`config.mk`:
```
export PLATFORM = sky130hd
export DESIGN_NAME = cdq_cell
export DESIGN_NICKNAME = d
export VERILOG_FILES = /design/src/cdq_pkg.sv /design/src/cdq_cell.sv
export SDC_FILE = /design/constraint.sdc
export NUM_CORES = 1
export LEC_CHECK = 0
export BUFFER_PORTS_ARGS = -buffer_cell sky130_fd_sc_hd__buf_2
export CAP_MARGIN = 20
export CORE_AREA = 4 4 92 94
export CTS_BUF_LIST = sky130_fd_sc_hd__clkbuf_16
export DETAILED_ROUTE_END_ITERATION = 12
export DIE_AREA = 0 0 96 98
export GPL_TIMING_DRIVEN = 0
export HOLD_SLACK_MARGIN = 0.03
export PLACE_DENSITY = 0.95
export SYNTH_ARGS = -nofsm -noshare
export SYNTH_HDL_FRONTEND = slang
export SYNTH_SLANG_ARGS = --single-unit
```
`constraint.sdc`:
```
create_clock -name clock -period 2.45 [get_ports clock]
set_input_delay 0 -clock clock [delete_from_list [all_inputs] [get_ports clock]]
set_output_delay 0 -clock clock [all_outputs]
set_load 0.02 [all_outputs]
```
`src/cdq_pkg.sv`:
```
// ============================================================================
// cdq_pkg
// Shared types and constants for the circular deque unit.
// ============================================================================
`default_nettype none

package cdq_pkg;

   localparam int unsigned WORD_W = 32;
   localparam int unsigned MODE_W = 3;
   localparam int unsigned OCC_W  = 8;

   localparam logic [MODE_W-1:0] MODE_PUSH_FRONT = 3'd0;
   localparam logic [MODE_W-1:0] MODE_PUSH_BACK  = 3'd1;
   localparam logic [MODE_W-1:0] MODE_POP_FRONT  = 3'd2;
   localparam logic [MODE_W-1:0] MODE_POP_BACK   = 3'd3;
   localparam logic [MODE_W-1:0] MODE_NONE       = 3'd4;

   // reported for front and back when nothing is held
   localparam logic signed [WORD_W-1:0] EMPTY_WORD = -32'sd1;

   // Broadcast to every cell. Row A keeps the front at cell 0, row B keeps
   // the back at cell 0; each row grows at the far end by a load at the
   // cell whose index equals the current count.
   typedef struct packed {
      logic a_shr;
      logic a_shl;
      logic a_load;
      logic b_shr;
      logic b_shl;
      logic b_load;
   } cell_ctl_type;

endpackage

`default_nettype wire

```
`src/cdq_cell.sv`:
```
// ============================================================================
// cdq_cell
// One position of the deque: a word of the front-ordered row and a word of
// the back-ordered row, each shifting to or from its neighbours.
// ============================================================================
`default_nettype none

module cdq_cell (
   input  wire logic                                clock,
   input  wire cdq_pkg::cell_ctl_type               ctl,
   input  wire logic                                at_tail,
   input  wire logic signed [cdq_pkg::WORD_W-1:0]   value,
   input  wire logic signed [cdq_pkg::WORD_W-1:0]   a_left,
   input  wire logic signed [cdq_pkg::WORD_W-1:0]   a_right,
   input  wire logic signed [cdq_pkg::WORD_W-1:0]   b_left,
   input  wire logic signed [cdq_pkg::WORD_W-1:0]   b_right,
   output      logic signed [cdq_pkg::WORD_W-1:0]   a_ff,
   output      logic signed [cdq_pkg::WORD_W-1:0]   b_ff
);

   logic signed [cdq_pkg::WORD_W-1:0] a_in;
   logic signed [cdq_pkg::WORD_W-1:0] b_in;

   // at most one of the controls per row is set in any cycle
   always_comb begin
      priority if (ctl.a_shr) begin
         a_in = a_left;
      end else if (ctl.a_shl) begin
         a_in = a_right;
      end else if (ctl.a_load && at_tail) begin
         a_in = value;
      end else begin
         a_in = a_ff;
      end
   end

   always_comb begin
      priority if (ctl.b_shr) begin
         b_in = b_left;
      end else if (ctl.b_shl) begin
         b_in = b_right;
      end else if (ctl.b_load && at_tail) begin
         b_in = value;
      end else begin
         b_in = b_ff;
      end
   end

   always_ff @(posedge clock) begin
      a_ff <= a_in;
      b_ff <= b_in;
   end

endmodule

`default_nettype wire
```
==> qor.json <==
{
  "sta": {
    "final.min_clock_period_ns": 1.35,
    "setup_ws_ns": 1.10,
    "final_max_slew_violation_count": 0,
    "hold_viol": 0,
    "timing.setup.tns_ns": 0,
    "timing_worst_slew_pin_value_ns": 0.708,
    "finalSetupViolCount": 0,
    "fmax_mhz": 742,
    "rsz0062_at_grt": "no",
    "maxSlewHeadroom": 0.528,
    "timing.final.crit_share": 0.550
  },
  "synth": {
    "yosys-top-cells-area": "sky130_fd_sc_hd__edfxtp_1 57%, sky130_fd_sc_hd__mux2i_1 19%, sky130_fd_sc_hd__o21ai_1 8.7%, sky130_fd_sc_hd__nand2_1 7.2%, sky130_fd_sc_hd__buf_12 3.6%",
    "syn_nets": 448,
    "synth_flop_cell": "sky130_fd_sc_hd__edfxtp_1",
    "number_of_enable_type_register_cells_in_the_synthesized_netlist": 64,
    "syn_area_um2": 3350,
    "synth_cell_types": 10,
    "netlist_instances": 280,
    "synth_top_cell_area_share": 0.574,
    "post-synth-top-area-cell": "sky130_fd_sc_hd__edfxtp_1",
    "yosys_register_bits": 64,
    "ys_seq_area_frac": 0.574,
    "ys_warn_count": 0,
    "post_synth_most_frequent_cells": "64 x sky130_fd_sc_hd__edfxtp_1, 64 x sky130_fd_sc_hd__mux2i_1, 64 x sky130_fd_sc_hd__nand2_1",
    "synthArstFlopShare": 0,
    "syn_area_per_cell_um2": 12.0
  },
  "floorplan": {
    "rows": 32,
    "die_y_um": 98,
    "die_w_um": 96,
    "fp.coreArea_um2": 7650,
    "design.portCount": 232,
    "die_area_um2": 9410,
    "initial_core_util": 0.438
  },
  "layout": {
    "count_of_filler_cells_inserted_in_the_layout": 520,
    "layout-area-overhead-vs-synth_pct": 68.3,
    "share_of_cells_above_drive_strength_1": 0.438,
    "finalNonFillerCells": 696,
    "n_antenna_cell": 0,
    "count_of_nets_after_finishing": 757
  },
  "drt": {
    "drt_drc_violations_left": 0,
    "met3RoutedLength_mm": 1.19,
    "wl_met2_mm": 7.06,
    "detail_route.iter0.violations": 183,
    "drt-met1-wl_mm": 4.51,
    "routed_wire_length_per_instance_um": 19.0,
    "vias": 3590,
    "avgViaCountPerCell": 5.16,
    "totalWireLength_mm": 13.2,
    "ant_nets": 0,
    "dr.pass1.iters": 4,
    "dr.max_layer_used": "met4"
  },
  "power": {
    "power.ir.vdd_worst_v": 0.000364,
    "power_density_nw_per_um2": 611,
    "power_leakage_nw": 2.76
  },
  "clock_network": {
    "cts.sinks": 64,
    "cts_max_level": 3,
    "tritoncts_clock_tree": "done",
    "cts_root_buffer": "sky130_fd_sc_hd__clkbuf_16",
    "cells_resized_by_post_cts_repair": 0,
    "clk_pin_slew_ns": 0.06,
    "post_cts_hold_buffer_count": 69,
    "cts_max_path_buffers": 2,
    "postCtsSetupBuffers": 0,
    "cts_made_buffers": 9
  },
  "placed_design": {
    "placed_cells": 611,
    "pre_cts_ws_ns": 0.995,
    "port_buffer_count": 227,
    "globalplace.congestion": 0.841,
    "place_hpwl_mm": 9.04
  },
  "min_path": {
    "min_path_type": "in -> reg",
    "holdCritStartpoint": "b_right[2]"
  },
  "critical_path": {
    "cp-startpoint": "a_left[22]",
    "criticalPathCategory": "in -> reg",
    "worst_endpoint_required_time_ns": 2.52,
    "cp_dominant_cell_by_count": "sky130_fd_sc_hd__dlygate4sd3_1",
    "cp_slowest_stage_delay_ns": 0.59,
    "critical_path.max_fanout": 1,
    "end_kind": "register",
    "path_cells": "dlygate4sd3_1, buf_2, nand2_1, o21ai_1, dlygate4sd3_1",
    "crit_slowest_cell": "sky130_fd_sc_hd__dlygate4sd3_1",
    "worst_ep_arrival_time_ns": 1.42,
    "worst_setup_path_start_kind": "input port"
  },
  "global_routing": {
    "antenna_found_initial": 0,
    "global_route_wire_length_before_repair_mm": 19.4,
    "track_usage": 0.276,
    "grt_max_degree": 23,
    "grt_pass1_vias": 3930,
    "global_route.overflow_total": 0
  },
  "run_status": {
    "result_of_the_run": "complete, no violations"
  },
  "flow_run": {
    "max_cap_violations": 0
  }
}
final cells by class:
class                           instances  area (um2)  area share
Sequential cell                        64        1920       0.341
Tap cell                              102         128      0.0226
Buffer                                 22         210      0.0373
Clock inverter                          7        53.8     0.00954
Timing Repair Buffer                  298        1880       0.334
Clock buffer                            9         225      0.0399
Multi-Input combinational cell        194        1220       0.216
per-layer routing:
metal,up-vias,track usage
met4,0,0.139
met2,236,0.499
met5,-,0
li1,1648,-
met1,1664,0.283
met3,42,0.0763
power breakdown:
part,switching [W],leakage (nW),internal [W]
clock,0.000433,0.141,0.000767
sequential,0.0000339,0.668,0.00136
combinational,0.000472,1.95,0.000377
critical path, delay by kind of cell:
kind	cells	cell delay (ns)
buffers and inverters	3	1.30
AOI/OAI and AO/OA	1	0.07
and+or+nand+nor	1	0.06
logic make-up (layout without fill, tap and decap cells):
group	count (synthesis)	in the layout	synth area share
AO/OA/AOI/OAI	66	66	0.101
multiplexers	64	64	0.191
flip-flops	64	64	0.574
AND/OR/NAND/NOR	64	64	0.0717
buffers and inverters	22	336	0.0627
path summary, 6_finish.rpt:
path,to,depth (start not counted)
worst max-delay path,a_ff[22],5
worst min-delay path,b_ff[2],3
sequential cells by signal (all words and copies together), names as in the netlist:
signal,count
b_ff,32
a_ff,32
layout by cell type, fill, tap and decap left out, drive strengths merged:
master and count:
inv 1, buf 249, edfxtp 64, dlygate4sd3 69, mux2i 64, a211o 2
o21ai 64, nand2 64, bufinv 1, clkbuf 11, clkinv 5
metrics by stage:
stage / total power (W) / util / hold WS [ns] / cell area [um2]
4_1_cts: 0.00345 / 0.737 / 0.0313 / 5640
5_1_grt: 0.00358 / 0.737 / 0.0384 / 5640
3_5_place_dp: 0.00216 / 0.611 / 0.286 / 4670
6_report: 0.00345 / 0.737 / 0.0394 / 5640
2_1_floorplan: 0.00182 / - / 0.191 / 3350
3_3_place_gp: 0.00212 / 0.603 / 0.282 / 4610
Note: power is estimated with default switching activity, not from simulation.
